--- config.mk ---
export PLATFORM = sky130hd
export DESIGN_NAME = cpd_dist
export DESIGN_NICKNAME = d
export VERILOG_FILES = /design/src/cpd_pkg.sv /design/src/cpd_dist.sv
export SDC_FILE = /design/constraint.sdc
export NUM_CORES = 2
export LEC_CHECK = 0
export ABC_CLOCK_PERIOD_IN_PS = 17900
export BUFFER_PORTS_ARGS = -buffer_cell sky130_fd_sc_hd__clkbuf_2
export CORE_MARGIN = 5
export CORE_UTILIZATION = 30
export DETAILED_ROUTE_END_ITERATION = 12
export HOLD_SLACK_MARGIN = 0.02
export PLACE_DENSITY = 0.51
export SETUP_SLACK_MARGIN = 0.2
export SLEW_MARGIN = 0
export SYNTH_ARGS = -nofsm -noshare
export SYNTH_HDL_FRONTEND = slang
export SYNTH_SLANG_ARGS = --single-unit
--- constraint.sdc ---
create_clock -name clk -period 17.9 [get_ports clk]
set_input_delay 2.685 -clock clk [delete_from_list [all_inputs] [get_ports clk]]
set_output_delay 2.685 -clock clk [all_outputs]
set_load 0.01 [all_outputs]
--- src/cpd_pkg.sv ---
// Package for the closest pair distance unit.
// Holds the result widths, the saturation limit and the structs shared by the submodules.
// Depends on nothing.
package cpd_pkg;

  // Widths of the result fields.
  localparam int SQ_W        = 52;
  localparam int ROOT_W      = 26;
  localparam int ROOT_STEP_W = $clog2(ROOT_W);
  // Remainder of the root recurrence: two bits above the root, plus one for the shift.
  localparam int REM_W       = ROOT_W + 3;

  // Largest representable squared distance; also the start value of the running minimum.
  localparam logic [SQ_W-1:0] SQ_MAX = {SQ_W{1'b1}};

  // Output of the squared distance pipeline.
  typedef struct packed {
    logic            valid;
    logic            busy;
    logic [SQ_W-1:0] sq;
  } dist_res_t;

  // Status and result of the square root unit.
  typedef struct packed {
    logic              busy;
    logic              done;
    logic [ROOT_W-1:0] root;
  } root_res_t;

endpackage

--- src/cpd_dist.sv ---
// Pipelined squared distance unit: absolute differences, squares, saturating sum.
// Depends on cpd_pkg. Takes one pair per cycle.
module cpd_dist
  import cpd_pkg::*;
#(
  parameter int COORD_BITS = 24
) (
  input  logic                         clk,
  input  logic                         rst_n,
  input  logic                         vld_i,
  input  logic signed [COORD_BITS-1:0] ax_i,
  input  logic signed [COORD_BITS-1:0] ay_i,
  input  logic signed [COORD_BITS-1:0] bx_i,
  input  logic signed [COORD_BITS-1:0] by_i,
  output dist_res_t                    res_o
);

  localparam int PROD_W = 2 * COORD_BITS;
  localparam int SUM_W  = PROD_W + 1;
  localparam int EXT_W  = (SUM_W > SQ_W) ? SUM_W : SQ_W;

  logic signed [COORD_BITS:0] diff_x;
  logic signed [COORD_BITS:0] diff_y;
  logic [COORD_BITS:0]        abs_x;
  logic [COORD_BITS:0]        abs_y;
  logic [SUM_W-1:0]           sum;
  logic [EXT_W-1:0]           sum_ext;
  logic [SQ_W-1:0]            sum_sat;

  logic                  s1_vld_r;
  logic                  s2_vld_r;
  logic                  s3_vld_r;
  logic [COORD_BITS-1:0] dx_r;
  logic [COORD_BITS-1:0] dy_r;
  logic [PROD_W-1:0]     px_r;
  logic [PROD_W-1:0]     py_r;
  logic [SQ_W-1:0]       sq_r;

  // Differences in one extra bit, then their magnitudes, which always fit COORD_BITS bits.
  always_comb begin
    diff_x = {ax_i[COORD_BITS-1], ax_i} - {bx_i[COORD_BITS-1], bx_i};
    diff_y = {ay_i[COORD_BITS-1], ay_i} - {by_i[COORD_BITS-1], by_i};
    abs_x  = diff_x[COORD_BITS] ? (COORD_BITS+1)'(-diff_x) : (COORD_BITS+1)'(diff_x);
    abs_y  = diff_y[COORD_BITS] ? (COORD_BITS+1)'(-diff_y) : (COORD_BITS+1)'(diff_y);
  end

  // Sum of squares, clamped to the largest representable squared distance.
  always_comb begin
    sum     = SUM_W'(px_r) + SUM_W'(py_r);
    sum_ext = EXT_W'(sum);
    sum_sat = (sum_ext > EXT_W'(SQ_MAX)) ? SQ_MAX : sum_ext[SQ_W-1:0];
  end

  // Valid bits of the three stages.
  always_ff @(posedge clk) begin
    if (!rst_n) begin
      s1_vld_r <= 1'b0;
      s2_vld_r <= 1'b0;
      s3_vld_r <= 1'b0;
    end else begin
      s1_vld_r <= vld_i;
      s2_vld_r <= s1_vld_r;
      s3_vld_r <= s2_vld_r;
    end
  end

  // Data path: magnitudes, then squares, then the clamped sum.
  always_ff @(posedge clk) begin
    dx_r <= abs_x[COORD_BITS-1:0];
    dy_r <= abs_y[COORD_BITS-1:0];
    px_r <= PROD_W'(dx_r) * PROD_W'(dx_r);
    py_r <= PROD_W'(dy_r) * PROD_W'(dy_r);
    sq_r <= sum_sat;
  end

  assign res_o.valid = s3_vld_r;
  assign res_o.busy  = s1_vld_r | s2_vld_r | s3_vld_r;
  assign res_o.sq    = sq_r;

endmodule

== After elaboration in Yosys (flattened, before gate mapping) ==
Cells that the tools add are included.

* Register bits after elaboration: 196
* Input bits: 99
* Output and inout port bits: 54
* Word-level logic and storage cells: 19

* Add/sub/neg operators: 5
* Multipliers: 2
* Muxes and demuxes: 2
* Bitwise gates (word level): 2

{| class="wikitable"
|+ Operator list
! operator !! count
|-
| multiplier 24 x 24 -> 48 bit || 2
|-
| subtractor 24 x 24 -> 25 bit || 2
|-
| adder 48 x 48 -> 49 bit || 1
|-
| two-way mux 24 bit || 2
|-
| negation 24 bit || 2
|-
| bitwise OR 1 bit || 2
|}

== Depth between registers and ports, before layout ==
* Depth after elaboration: 3
* Mapped depth: 30
* Gate-level depth less buffers: 29

== Least setup slack after synthesis ==
No wires, ideal clock.

* Path type: register to register
* Start point: register dy_r[9]
* End point: register py_r[43]
* Setup time: 123 ps
* Arrival: 7155 ps
* Data required time: 17777 ps
* Setup slack: 10622 ps
* Cell stages (with the launch flop): 30
* Buffers on the path: 2
* Period minus slack after synthesis: 7278 ps
* Cells stage by stage: dfxtp_1 -> clkbuf_1 -> clkbuf_1 -> nand2_1 -> fa_1 -> inv_1 -> fa_1 -> inv_1 -> fa_1 -> inv_1 -> fa_1 -> inv_1 -> fa_1 -> inv_1 -> fa_1 -> inv_1 -> fa_1 -> inv_1 -> ha_1 -> o21ai_0 -> nor2_1 -> o31a_1 -> a211o_1 -> a21oi_2 -> a21oi_1 -> a221o_1 -> a211o_1 -> a31oi_1 -> o21bai_1 -> xor2_1

* Word-level cells in the longest chain between the ends: 1

{| class="wikitable"
|+ RTL lines
! what !! RTL line !! text
|-
| start, declared || cpd_dist.sv:34 || <nowiki>logic [COORD_BITS-1:0] dy_r;</nowiki>
|-
| start signal, assigned || cpd_dist.sv:70 || <nowiki>dy_r <= abs_y[COORD_BITS-1:0];</nowiki>
|-
| multiplier 24 x 24 -> 48 bit || cpd_dist.sv:72 || <nowiki>py_r <= PROD_W'(dy_r) * PROD_W'(dy_r);</nowiki>
|-
| end signal, assigned || cpd_dist.sv:72 ||
|-
| end, declared || cpd_dist.sv:36 || <nowiki>logic [PROD_W-1:0] py_r;</nowiki>
|}

Every way passes these cells.
A chain may end at the register's enable or synchronous reset.

== Worst setup path in the final report ==
* Start point: register dy_r[2]
* End point: register py_r[43]

The elaborated chain is that of the path after synthesis.

==> out/qor.csv <==
metric,value,unit
worst path arrival time,8.83,ns
initial antenna violation count,2,
Clock Sinks,194,
"non-filler cells, final",6617,
Highest Clock Rate,118.5,MHz
Worst slew margin,22.28,%
synthesized flop and latch total,194,
Antenna Nets Post-Route,0,
unrepaired setup endpoints after global routing,false,
multi-input logic area,33040,µm²
CP required,18.30,ns
H-Tree Depth,4,
Finish-stage setup viols,0,
area delta synth->final,8.256,%
vias in the first global route,31570,
min Tclk post-route,8.437,ns
Post-synth EDFFs,0,
Post-Syn Area,42220,µm²
Max Cap Viol,0,
GR Overflow Total,0,
Die Ht,385.2,µm
FP Rows,137,
DP HPWL,81780,µm
setup tns final,0,ns
Final Max Tran Viols,0,
placed cells,6584,
cells after synthesis,4643,
Worst Skew,0.02938,ns
gpl congestion,0.8144,
crit path max fanout,24,
top_reg_cell synth,dfxtp_1,
port bufs,149,
die area,148400,µm²
kind of critical path,flip-flop to flip-flop,
Final period util,47.14,%
HP Class,flip-flop to flip-flop,
Register Area,3884,µm²
initial core utilization,30.22,%
initial detailed-routing violation count,1302,
Mapped Avg Cell Area,9.094,µm²
CTS tree,yes,
vias per cell,4.441,
cts bufs inserted,17,
nets,6125,
routed via count,29390,
residual DRC count,0,
IO Pins,153,
cts repair resizes,0,
layout cells sized above 1,5.380,%
drt pass-1 iters,6,
Worst-path clk slew,0.09,ns
cts hold-fix bufs,0,
placeable core region,139700,µm²
Post-CTS Setup Bufs,0,
clk_lat worst skew,0.53,ns
result of the run,completed,
layout filler cell count,14610,
first-pass GRT wire length,165200,µm
chip width,385.2,µm
clock root buffer,clkbuf_16,
asr flop ratio synth,0,%
sequential cell area fraction in the yosys report,9.198,%
clock tree buffer depth,2,
largest net degree at the start of global routing,26,
startpoint types,flip-flop,
Cell variety after synth,91,
overall routing resource usage,13.90,%
routed len/inst,14.89,µm
Final Hold Viols,0,
Worst Max-Slew Pin Slew,1.164,ns
crit path capture type,flip-flop,
Synth Warn #,0,
final wirelength,98560,µm
[layer usage]
metal / up-vias / GRT usage, % / share of wire, %
met4: 0 / 2.167 / 1.0
li1: 14140 / - / -
met5: - / 0 / 0
met2: 399 / 23.81 / 48
met3: 52 / 1.779 / 3.6
met1: 14800 / 19.17 / 47
[synthesized netlist by cell type, drive strengths merged, types with 8 or more instances]
master     n  area share [%]
a211oi    19            0.38
a21o      97             1.7
a21oi    165             2.0
a311oi    10            0.24
a31oi     19            0.30
and2     239             3.5
and3      30            0.44
buf       11            0.18
clkbuf   110            0.98
dfxtp    194             9.2
fa       845              40
ha       454              13
inv     1283              11
nand2    394             3.5
nand2b    28            0.41
nand3     22            0.26
nand3b     9            0.16
nand4     13            0.19
nor2     136             1.2
nor2b     45            0.67
nor3      26            0.36
nor4       8            0.12
o211ai     8            0.14
o21a      20            0.36
o21ai     85             1.0
o21bai    27            0.48
o31ai      8            0.17
or2        8            0.12
or3        8            0.12
xnor2    140             2.9
xor2      78             1.6
[kinds of logic after synthesis]
kind of cell / share of synthesized area, %
AOI/OAI and AO/OA: 8.297
other: 0.008881
buffers and inverters: 12.56
and+or+nand+nor: 11.59
muxes: 0.3022
xor gates and xnor gates: 4.522
DFF: 9.198
adders and majority gates: 53.52
[registers in the layout, summed over array words and instances, names as in the netlist]
signal    cells
sq_r         49
px_r         47
py_r         47
dx_r         24
dy_r         24
s1_vld_r      1
s2_vld_r      1
s3_vld_r      1
[through the flow]
| step | hold WS [ns] | utilization (%) | area [µm²] | setup slack (ns) |
|---|---|---|---|---|
| after floorplan | 0.3847 | - | 42230 | 10.62 |
| after global placement | 0.4271 | 32.28 | 45100 | 9.607 |
| after detailed placement | 0.4367 | 32.28 | 45100 | 9.455 |
| after CTS | 0.4579 | 32.72 | 45710 | 9.416 |
| after global routing | 0.4874 | 32.72 | 45710 | 8.977 |
| final | 0.4548 | 32.72 | 45710 | 9.463 |
[worst max-delay path: stages (launching register included)]
cell and delay, ns:
dfxtp_1 1.07, nand2_1 0.28, fa_1 0.60, inv_1 0.06
fa_1 0.54, inv_1 0.06, fa_1 0.53, inv_1 0.05
fa_1 0.50, inv_1 0.05, fa_1 0.53, inv_1 0.05
fa_1 0.47, inv_1 0.05, fa_1 0.47, inv_1 0.04
ha_1 0.35, o21ai_0 0.11, nor2_1 0.08, o31a_1 0.27
a211o_1 0.31, a21oi_2 0.28, a21oi_1 0.23, a221o_1 0.44
a211o_1 0.33, a31oi_1 0.30, o21bai_1 0.12, xor2_1 0.14
[area by class of cell]
class	count	area share (%)
clock inverter	14	0.3942
sequential	194	8.496
clock buffer	18	0.9389
multi-input combinational	3047	72.29
antenna	1	0.005475
inverter	1283	10.54
tap	1876	5.135
timing repair buffer	184	2.206
[path summary, 6_finish.rpt]
kind,cells past startpoint,slack [ns],end,startpoint
worst max-delay path,27,9.46,py_r[43]$_DFF_P_,dy_r[2]$_DFF_P_
worst min-delay path,1,0.45,s3_vld_r$_SDFF_PN0_,s2_vld_r$_SDFF_PN0_
worst max register to register,27,9.46,py_r[43]$_DFF_P_,dy_r[2]$_DFF_P_
worst min register to register,1,0.45,s3_vld_r$_SDFF_PN0_,s2_vld_r$_SDFF_PN0_
[cell usage in the layout, fill, tap and decap left out, types with 7 or more instances in the layout]
master / instances
nor3_1: 22
o21ai_1: 11
nand4_1: 13
a21oi_1: 161
buf_4: 35
and2_1: 238
nor2_1: 136
a211o_1: 7
clkbuf_2: 149
nand3b_1: 9
a31oi_1: 18
o211ai_1: 8
nor4_1: 8
nand2b_1: 28
ha_1: 454
or2_2: 7
nor2b_1: 45
dfxtp_1: 194
xor2_1: 78
nand3_1: 22
a21o_1: 96
o21bai_1: 27
nand2_1: 394
a311oi_1: 8
o21ai_0: 73
a211oi_1: 17
fa_1: 845
clkbuf_16: 17
inv_1: 1282
and3_1: 30
o21a_1: 20
or3_1: 8
xnor2_1: 140
Power is not shown: default switching activity piles up to over one toggle a cycle in this logic, so the estimate is an artifact.
