`config.mk`:
```
export PLATFORM = sky130hd
export DESIGN_NAME = cpd_isqrt
export DESIGN_NICKNAME = d
export VERILOG_FILES = /design/src/cpd_pkg.sv /design/src/cpd_isqrt.sv
export SDC_FILE = /design/constraint.sdc
export NUM_CORES = 1
export LEC_CHECK = 0
export ABC_CLOCK_PERIOD_IN_PS = 3120
export BUFFER_PORTS_ARGS = -buffer_cell sky130_fd_sc_hd__buf_4
export CAP_MARGIN = 0
export CORE_AREA = 2 2 126 128
export CTS_CLUSTER_DIAMETER = 100
export DETAILED_ROUTE_END_ITERATION = 8
export DIE_AREA = 0 0 128 130
export GPL_TIMING_DRIVEN = 0
export SYNTH_ARGS = -nofsm -noshare
export SYNTH_HDL_FRONTEND = slang
export SYNTH_SLANG_ARGS = --single-unit
export TNS_END_PERCENT = 5
```
`constraint.sdc`:
```
create_clock -name clk -period 3.12 [get_ports clk]
set_input_delay 0.312 -clock clk [delete_from_list [all_inputs] [get_ports clk]]
set_output_delay 0.312 -clock clk [all_outputs]
set_load 0.03 [all_outputs]
```
`src/cpd_pkg.sv`:
```
// Package for the closest pair distance unit.
// Holds the result widths, the saturation limit and the structs shared by the submodules.
// Depends on nothing.
package cpd_pkg;

  // Widths of the result fields.
  localparam int SQ_W        = 52;
  localparam int ROOT_W      = 26;
  localparam int ROOT_STEP_W = $clog2(ROOT_W);
  // Remainder of the root recurrence: two bits above the root, plus one for the shift.
  localparam int REM_W       = ROOT_W + 3;

  // Largest representable squared distance; also the start value of the running minimum.
  localparam logic [SQ_W-1:0] SQ_MAX = {SQ_W{1'b1}};

  // Output of the squared distance pipeline.
  typedef struct packed {
    logic            valid;
    logic            busy;
    logic [SQ_W-1:0] sq;
  } dist_res_t;

  // Status and result of the square root unit.
  typedef struct packed {
    logic              busy;
    logic              done;
    logic [ROOT_W-1:0] root;
  } root_res_t;

endpackage

```
`src/cpd_isqrt.sv`:
```
// Iterative integer square root, two operand bits per cycle.
// Depends on cpd_pkg. After the start pulse the root is built one bit per step, most significant first.
module cpd_isqrt
  import cpd_pkg::*;
(
  input  logic            clk,
  input  logic            rst_n,
  input  logic            start_i,
  input  logic [SQ_W-1:0] operand_i,
  output root_res_t       res_o
);

  logic                   busy_r;
  logic                   done_r;
  logic [ROOT_STEP_W-1:0] step_r;
  logic [SQ_W-1:0]        val_r;
  logic [REM_W-1:0]       rem_r;
  logic [ROOT_W-1:0]      root_r;

  logic [REM_W-1:0] rem_sh;
  logic [REM_W-1:0] trial;
  logic             take;

  // One step of the digit recurrence: bring in the next two bits and try 4*root+1.
  always_comb begin
    rem_sh = {rem_r[REM_W-3:0], val_r[SQ_W-1 -: 2]};
    trial  = REM_W'({root_r, 2'b01});
    take   = (rem_sh >= trial);
  end

  // Sequencing of the steps and the working registers.
  always_ff @(posedge clk) begin
    if (!rst_n) begin
      busy_r <= 1'b0;
      done_r <= 1'b0;
    end else begin
      done_r <= 1'b0;
      if (start_i) begin
        busy_r <= 1'b1;
      end else if (busy_r && step_r == '0) begin
        busy_r <= 1'b0;
        done_r <= 1'b1;
      end
    end
    if (start_i) begin
      step_r <= ROOT_STEP_W'(ROOT_W - 1);
      val_r  <= operand_i;
      rem_r  <= '0;
      root_r <= '0;
    end else if (busy_r) begin
      step_r <= step_r - 1'b1;
      val_r  <= {val_r[SQ_W-3:0], 2'b00};
      rem_r  <= take ? (rem_sh - trial) : rem_sh;
      root_r <= {root_r[ROOT_W-2:0], take};
    end
  end

  assign res_o.busy = busy_r;
  assign res_o.done = done_r;
  assign res_o.root = root_r;

endmodule
```
# After elaboration in Yosys (flattened, before gate mapping)
# Index checks and enable logic that the tools add are counted.
word_totals:
  out_inout_bits: 28
  word_cells: 21
  inputBits: 55
  regBits: 112
classes:
  bitwise_logic: 1
  n_mux: 6
  reduce_logical: 5
  magnitude_cmp: 1
  n_addsub: 2
op_table:
  columns: ["op", "count"]
  rows:
  - ["$mux W52", 2]
  - ["$ge A29 B28 Y1", 1]
  - ["$mux W27", 1]
  - ["$sub A27 B27 Y27", 1]
  - ["$logic_not A5 Y1", 1]
  - ["$sub A5 B1 Y5 const B", 1]
  - ["$reduce_bool A2 Y1", 2]
  - ["$mux W1", 3]
  - ["$reduce_or A2 Y1", 1]
  - ["$logic_and A1 B1 Y1", 1]
  - ["$not A1 Y1", 1]

# Logic depth before layout (Yosys ltp)
# Gate-level depths: netlist (run 1).
depth:
  word_depth: 4
  depth_mapped: 13
  depth_no_buf: 10

# Least setup slack after synthesis (run 1)
# Ideal clock, no wire load.
synth_timing:
  path_type: "flip-flop to flip-flop"
  start: "reg root_r[2]"
  end: "reg rem_r[14]"
  path_stages_with_launch: 13
  synth_period_minus_slack_ns: 2.839
  setup_slack_ns: 0.281
  t_arrival_ns: 2.751
  n_path_buf: 2
  cell_sequence: "dfxtp_1 -> inv_1 -> ha_1 -> or3_1 -> o22a_1 -> a211oi_2 -> o31a_2 -> o31ai_2 -> a31oi_4 -> buf_6 -> buf_8 -> nand2_1 -> a311oi_2"
synth_via:
  elab_chain_cells: 2
  elab_cells_between_ends: 3
  classes_between: "add/sub (1); order compare (1); mux (1)"
synth_rtl:
  columns: ["element", "line_no", "text"]
  rows:
  - ["start: declaration", "cpd_isqrt.sv:18", "logic [ROOT_W-1:0] root_r;"]
  - ["start signal: assignment", "cpd_isqrt.sv:54", "root_r <= {root_r[ROOT_W-2:0], take};"]
  - ["$sub A27 B27 Y27 / $ge A29 B28 Y1 (equally long branches)", "cpd_isqrt.sv:53, cpd_isqrt.sv:28", null]
  - ["$mux W27 (*)", "cpd_isqrt.sv:53", "rem_r <= take ? (rem_sh - trial) : rem_sh;"]
  - ["end signal: assignment", "cpd_isqrt.sv:53", null]
  - ["end: declaration", "cpd_isqrt.sv:17", "logic [REM_W-1:0] rem_r;"]
# Every way passes the cells marked *; elsewhere a longest branch is shown, timed or not.
# A chain may end at the register's enable or synchronous reset.

# Worst setup path in the final report (run 1)
layout_timing:
  start: "reg root_r[0]"
  end: "reg rem_r[14]"
# Same word-level chain as after synthesis.

==> impl_metrics.py, run 1 <==
metrics = {
    "route": {
        "drtPass1Iterations": 4,
        "wl_per_cell_um": 15.7,
        "drtIter0Drc": 194,
        "drc": 0,
        "vias": 4531,
        "wl_um": 13500,
        "final_antenna_net_count": 0,
        "viasPerCell": 5.26,
    },
    "sta": {
        "min_period_ns": 3.01,
        "timing.final.crit_share": 0.966,
        "worstMarginPinSlew_ns": 0.839,
        "fin_skew_ns": 0.0101,
        "hold_violations": 0,
        "holdWs_ns": 0.198,
        "worst_slack_ns": 0.107,
        "max_freq_mhz": 332,
        "relSlewSlack": 0.441,
        "rsz0062_at_grt": "true",
        "setup_tns_ns": 0,
        "setup_viol": 0,
        "maxSlewViolCount": 0,
    },
    "placed_design": {
        "gp_congestion": 0.908,
        "place_area_um2": 6910,
        "dp_cells": 846,
        "portBuffers": 82,
        "hpwl_um": 10100,
        "place_ws_ns": 0.0297,
    },
    "global_routing": {
        "grt_busiest_layer": "met2",
        "track_usage": 0.170,
        "antenna_found_initial": 0,
        "grtUsageMet3": 0.0525,
        "met2_usage": 0.279,
        "overflow": 0,
        "grt_pass1_wl_um": 22200,
        "grt_pass1_vias": 4536,
        "met1_usage": 0.207,
        "grt_start_max_net_pins": 30,
    },
    "setup_path": {
        "rrSetupSlack_ns": 0.11,
        "worst_r2r_startpoint": "root_r[0]",
        "cp_top_family": "compound AO/OA/AOI/OAI gates",
        "worstPathArrival_ns": 3.29,
        "start_kind": "flop",
        "criticalPathCategory": "flop to flop",
        "slowest_stage": "dfxtp_1",
        "cp_max_fo": 10,
        "r2r-end": "rem_r[14]",
        "reg2regPathDepth": 12,
        "required_ns": 3.40,
        "cp_slowest_stage_delay_ns": 0.41,
        "crit_chain": "inv_1 > ha_1 > or3_1 > o22a_1 > a211oi_2 > o31a_2 > o31ai_4 > a31oi_4 > buf_6 > buf_8 > nand2_1 > a311oi_2",
        "end_kind": "flop",
        "crit_buf_inv": 3,
    },
    "final_layout": {
        "nets": 748,
        "area_growth_pct": 20.2,
        "antennaDiodeCount": 0,
        "final_area_um2": 7260,
        "drive_above_1_share": 0.257,
        "final_cells": 861,
    },
    "clock_network": {
        "cts.clk_slew.worst_paths_ns": 0.08,
        "worstSkewPairLatency_ns": 0.37,
        "numCtsBuffers": 9,
        "clock_sinks": 112,
        "cts_tree": "built",
        "cts_buffer_depth": 2,
        "h-tree-depth": 3,
        "root_buffer": "clkbuf_16",
    },
    "min_path": {
        "whs_path_depth": 3,
        "holdCritStartpoint": "rst_n",
        "hold_path_class": "input pin to flop",
        "holdPathEnd": "busy_r",
    },
    "synth": {
        "ys_ff_latch": 112,
        "ys_top_cells_by_count": "nor2_1, dfxtp_1, edfxtp_1, mux2_2, mux2i_1",
        "yosysMostFrequentCell": "nor2_1",
        "syn-num-nets": 655,
        "yosysWarnings": 0,
        "yosys.cell_types.count": 63,
        "synth_seq_area_share": 0.458,
        "synth.area.top_cells": "edfxtp_1, dfxtp_1, mux2_2, mux2i_1, ha_1",
        "synth_edf_count": 52,
        "syn_area_per_cell_um2": 10.6,
        "ys_async_sr_fraction": 0,
        "yosysTopAreaCell": "edfxtp_1",
        "syn_area_um2": 6040,
        "synth_ff_type": "dfxtp_1",
        "netlist_instances": 571,
        "synth_top_cell_area_share": 0.259,
    },
    "power_and_ir_drop": {
        "power_density_nw_per_um2": 876,
        "power_leakage_nw": 2.91,
        "peakVddDrop_mv": 0.528,
    },
    "outcome": {
        "outcome": "completed",
    },
    "die": {
        "design.die.area_um2": 16600,
        "die_x_um": 128,
        "num_rows": 46,
        "fp.dieH_um": 130,
        "ios": 83,
        "start_util": 0.391,
        "core_um2": 15400,
    },
    "job": {
        "cap_viol_max_count": 0,
    },
}
## worst max-delay path by stage
stage                          start         to  slack (ns)  depth (start not counted)
after CTS                  root_r[0]  rem_r[14]        0.02                         12
final                      root_r[0]  rem_r[14]        0.11                         12
after floorplan            root_r[2]  rem_r[14]        0.28                         12
after global placement     root_r[0]  rem_r[26]        0.05                         11
after global routing      root_r[18]  rem_r[23]       -0.07                         10
after detailed placement   root_r[0]  rem_r[14]        0.03                         12
## per-stage QoR
stage          power (mW)   util
2_1_floorplan        4.43      -
3_3_place_gp         5.02  0.447
3_5_place_dp         5.08  0.448
4_1_cts              6.28  0.468
5_1_grt              6.81  0.471
6_report             6.36  0.471
## sequential cells by signal (all words and copies together), names as in the netlist
| signal | count |
|---|---|
| rem_r | 27 |
| done_r | 1 |
| root_r | 26 |
| val_r | 52 |
| busy_r | 1 |
| step_r | 5 |
## worst reg2reg max path, stage by stage (launching register included)
cell,delay [ns]
dfxtp_1,0.41
inv_1,0.07
ha_1,0.24
or3_1,0.35
o22a_1,0.25
a211oi_2,0.36
o31a_2,0.25
o31ai_4,0.08
a31oi_4,0.25
buf_6,0.21
buf_8,0.16
nand2_1,0.07
a311oi_2,0.23
## cell families (layout without fill, tap and decap cells)
group | count (synthesis) | in the layout | synth area share
muxes | 96 | 96 | 0.170
and+or+nand+nor | 134 | 134 | 0.103
AOI/OAI and AO/OA | 110 | 110 | 0.128
adders and majority gates | 29 | 29 | 0.0601
xor gates and xnor gates | 24 | 24 | 0.0348
buffers and inverters | 66 | 164 | 0.0468
DFF | 112 | 112 | 0.458
## layout by cell type (no fill, tap or decap), drive strengths merged, types with 24 or more instances in the layout
cell	instances
mux2i	45
dfxtp	60
mux2	51
nand2	24
nor2	64
ha	29
inv	40
clkbuf	25
edfxtp	52
buf	97
## per-layer routing
| layer | vias up | share of wire | wire (um) |
|---|---|---|---|
| met3 | 19 | 0.063 | 851 |
| met5 | - | 0 | 0 |
| met4 | 0 | 0.017 | 231 |
| li1 | 2256 | - | - |
| met2 | 95 | 0.48 | 6500 |
| met1 | 2161 | 0.44 | 5970 |
## power by group
group | internal, mW | leakage [nW] | total, mW | switching (mW)
clock network | 0.574 | 0.150 | 1.18 | 0.604
registers | 1.75 | 1.01 | 1.87 | 0.124
logic | 1.56 | 1.75 | 3.32 | 1.76
## final cells by class
type	instances	area [um2]
Buffer	29	146
Inverter	35	131
Tap cell	192	240
Clock buffer	9	225
Clock inverter	7	75.1
Multi-Input combinational cell	393	3030
Fill cell	1491	8170
Sequential cell	112	2760
Timing Repair Buffer	84	643
## repair_timing
| action | in CTS | in global routing |
|---|---|---|
| setup endpoints to repair | 0 | 27 |
| gates resized for setup | 0 | 9 |
| setup buffers | 0 | 1 |
| hold buffers | 0 | 0 |
| hold endpoints to repair | 0 | 0 |
Power figures use the tool's default switching activity.
==> inputs of run 2 (changes only) <==
--- a/config.mk
+++ b/config.mk
@@ -8,11 +8,12 @@
 export ABC_CLOCK_PERIOD_IN_PS = 3120
 export BUFFER_PORTS_ARGS = -buffer_cell sky130_fd_sc_hd__buf_4
 export CAP_MARGIN = 0
-export CORE_AREA = 2 2 126 128
+export CORE_AREA = 2 2 106 108
 export CTS_CLUSTER_DIAMETER = 100
 export DETAILED_ROUTE_END_ITERATION = 8
-export DIE_AREA = 0 0 128 130
+export DIE_AREA = 0 0 108 110
 export GPL_TIMING_DRIVEN = 0
+export PLACE_DENSITY = 0.78
 export SYNTH_ARGS = -nofsm -noshare
 export SYNTH_HDL_FRONTEND = slang
 export SYNTH_SLANG_ARGS = --single-unit
==> run 2 against run 1 <==
Clock-buffer cell count unchanged. Worst setup slack worse by 0.024 ns. Clock skew about the same. Final area down 2.2%. Sequential share of layout area up 0.87 points. Routed wire length down 2.2%. Worst hold slack worse by 0.041 ns. Core utilization up 19 points. Register-to-register slack worse by 0.02 ns.
==> impl_metrics.py, run 2 (synthesized netlist as in run 1, its figures left out) <==
metrics = {
    "final_layout": {
        "multi_input_area_um2": 3040,
        "antennaDiodeCount": 0,
        "fillers": 851,
        "seq_area_um2": 2770,
        "regMostFlops": "val_r",
        "largest_reg_flops": 52,
        "drive_above_1_share": 0.266,
        "reg.largest.list": "val_r (52), rem_r (27), root_r (26)",
        "final_cell_mix": "buf_4, nor2_1, dfxtp_1",
        "final_area_um2": 7100,
        "nets": 751,
        "area_growth_pct": 17.6,
        "mostFrequentLayoutCell": "buf_4",
    },
    "sta": {
        "relSlewSlack": 0.444,
        "rsz0062_at_grt": "true",
        "hold_violations": 0,
        "setup_viol": 0,
        "min_period_ns": 3.04,
        "maxSlewViolCount": 0,
        "fin_skew_ns": 0.0101,
        "worstMarginPinSlew_ns": 0.833,
        "timing.final.crit_share": 0.973,
        "max_freq_mhz": 329,
    },
    "setup_path": {
        "criticalPathCategory": "flop to flop",
        "end_kind": "flop",
        "worstPathArrival_ns": 3.35,
        "start_kind": "flop",
        "cp_max_fo": 10,
        "required_ns": 3.43,
    },
    "power_and_ir_drop": {
        "power_density_nw_per_um2": 868,
        "power_leakage_nw": 2.86,
        "power_mw": 6.16,
        "peakVddDrop_mv": 0.476,
    },
    "global_routing": {
        "antenna_found_initial": 0,
        "overflow": 0,
        "grt_start_max_net_pins": 35,
        "track_usage": 0.239,
        "grt_pass1_wl_um": 22100,
        "grt_pass1_vias": 4576,
    },
    "die": {
        "design.die.area_um2": 11900,
        "start_util": 0.564,
        "fp.dieH_um": 110,
        "num_rows": 38,
        "ios": 83,
        "core_um2": 10700,
        "die_x_um": 108,
    },
    "route": {
        "drc": 0,
        "drtPass1Iterations": 5,
        "final_antenna_net_count": 0,
        "wl_per_cell_um": 16.3,
        "wl_um": 13300,
        "viasPerCell": 5.69,
        "drtIter0Drc": 232,
        "vias": 4624,
    },
    "min_path": {
        "hold_path_class": "input pin to flop",
    },
    "outcome": {
        "outcome": "completed",
    },
    "clock_network": {
        "worstSkewPairLatency_ns": 0.39,
        "numCtsBuffers": 9,
        "h-tree-depth": 3,
        "cts_buffer_depth": 2,
        "root_buffer": "clkbuf_8",
        "clock_sinks": 112,
        "cts_tree": "built",
        "cts.clk_slew.worst_paths_ns": 0.10,
    },
    "job": {
        "cap_viol_max_count": 0,
    },
    "placed_design": {
        "gp_congestion": 0.908,
        "place_area_um2": 6850,
        "hpwl_um": 9670,
        "portBuffers": 82,
    },
}
## run 2: changes by cell type in the layout (fill, tap and decap cells not counted), sizes merged
cell      previous run  this run
buf                 97       100
clkinvlp             0         1
inv                 40        39
## run 2: per-layer routing
layer	vias to the layer above	global-route usage	share of wire	routed length [um]
li1	2251	-	-	-
met1	2198	0.297	0.43	5680
met2	158	0.413	0.50	6560
met3	17	0.0511	0.062	822
met4	0	0.0842	0.014	187
met5	-	0	0	0
## run 2: where the power goes
part	total, mW	internal (mW)	switching, mW
registers	1.88	1.75	0.130
logic	3.46	1.61	1.86
clock network	0.826	0.302	0.524
## run 2: final cells by class
| cell class | count | area share |
|---|---|---|
| Multi-Input combinational cell | 393 | 0.428 |
| Sequential cell | 112 | 0.389 |
| Clock inverter | 7 | 0.00757 |
| Inverter | 35 | 0.0185 |
| Tap cell | 140 | 0.0247 |
| Buffer | 29 | 0.0211 |
| Clock buffer | 9 | 0.0174 |
| Timing Repair Buffer | 87 | 0.0937 |
## run 2: critical path, stage by stage (launching register included)
cell and delay (ns):
dfxtp_2 0.36, inv_1 0.05, ha_1 0.27, clkbuf_4 0.18, a211oi_4 0.27, o2111ai_1 0.18
a211oi_2 0.35, o31a_2 0.24, o31ai_4 0.08, a31oi_4 0.30, buf_8 0.21, buf_8 0.16
nand2_1 0.08, a311oi_2 0.23
## run 2: worst paths after layout
check / depth (start not counted) / end / from / slack, ns
worst max register to register: 13 / rem_r[14] / root_r[8] / 0.08
worst min register to register: 2 / rem_r[2] / rem_r[2] / 0.49
worst min-delay path: 3 / busy_r / rst_n / 0.16
worst max-delay path: 13 / rem_r[14] / root_r[8] / 0.08
## run 2: timing repair
item / in CTS / in global routing
resized for setup: 0 / 15
pin swaps: 1 / 5
setup buffers: 0 / 4
hold buffers: 0 / 0
endpoints found under the setup margin: 1 / 28
gates cloned: 0 / 0
## run 2: through the flow
| step | util | hold slack (ns) | setup slack, ns | TNS, ns | instances |
|---|---|---|---|---|---|
| floorplan | - | 0.442 | 0.281 | 0 | 571 |
| global placement | 0.638 | 0.456 | 0.0974 | 0 | 793 |
| detailed placement | 0.640 | 0.468 | 0.0621 | 0 | 794 |
| CTS | 0.657 | 0.140 | 0.0107 | 0 | 810 |
| global route | 0.664 | 0.169 | -0.0567 | -0.165 | 812 |
| finish | 0.664 | 0.157 | 0.0834 | 0 | 812 |
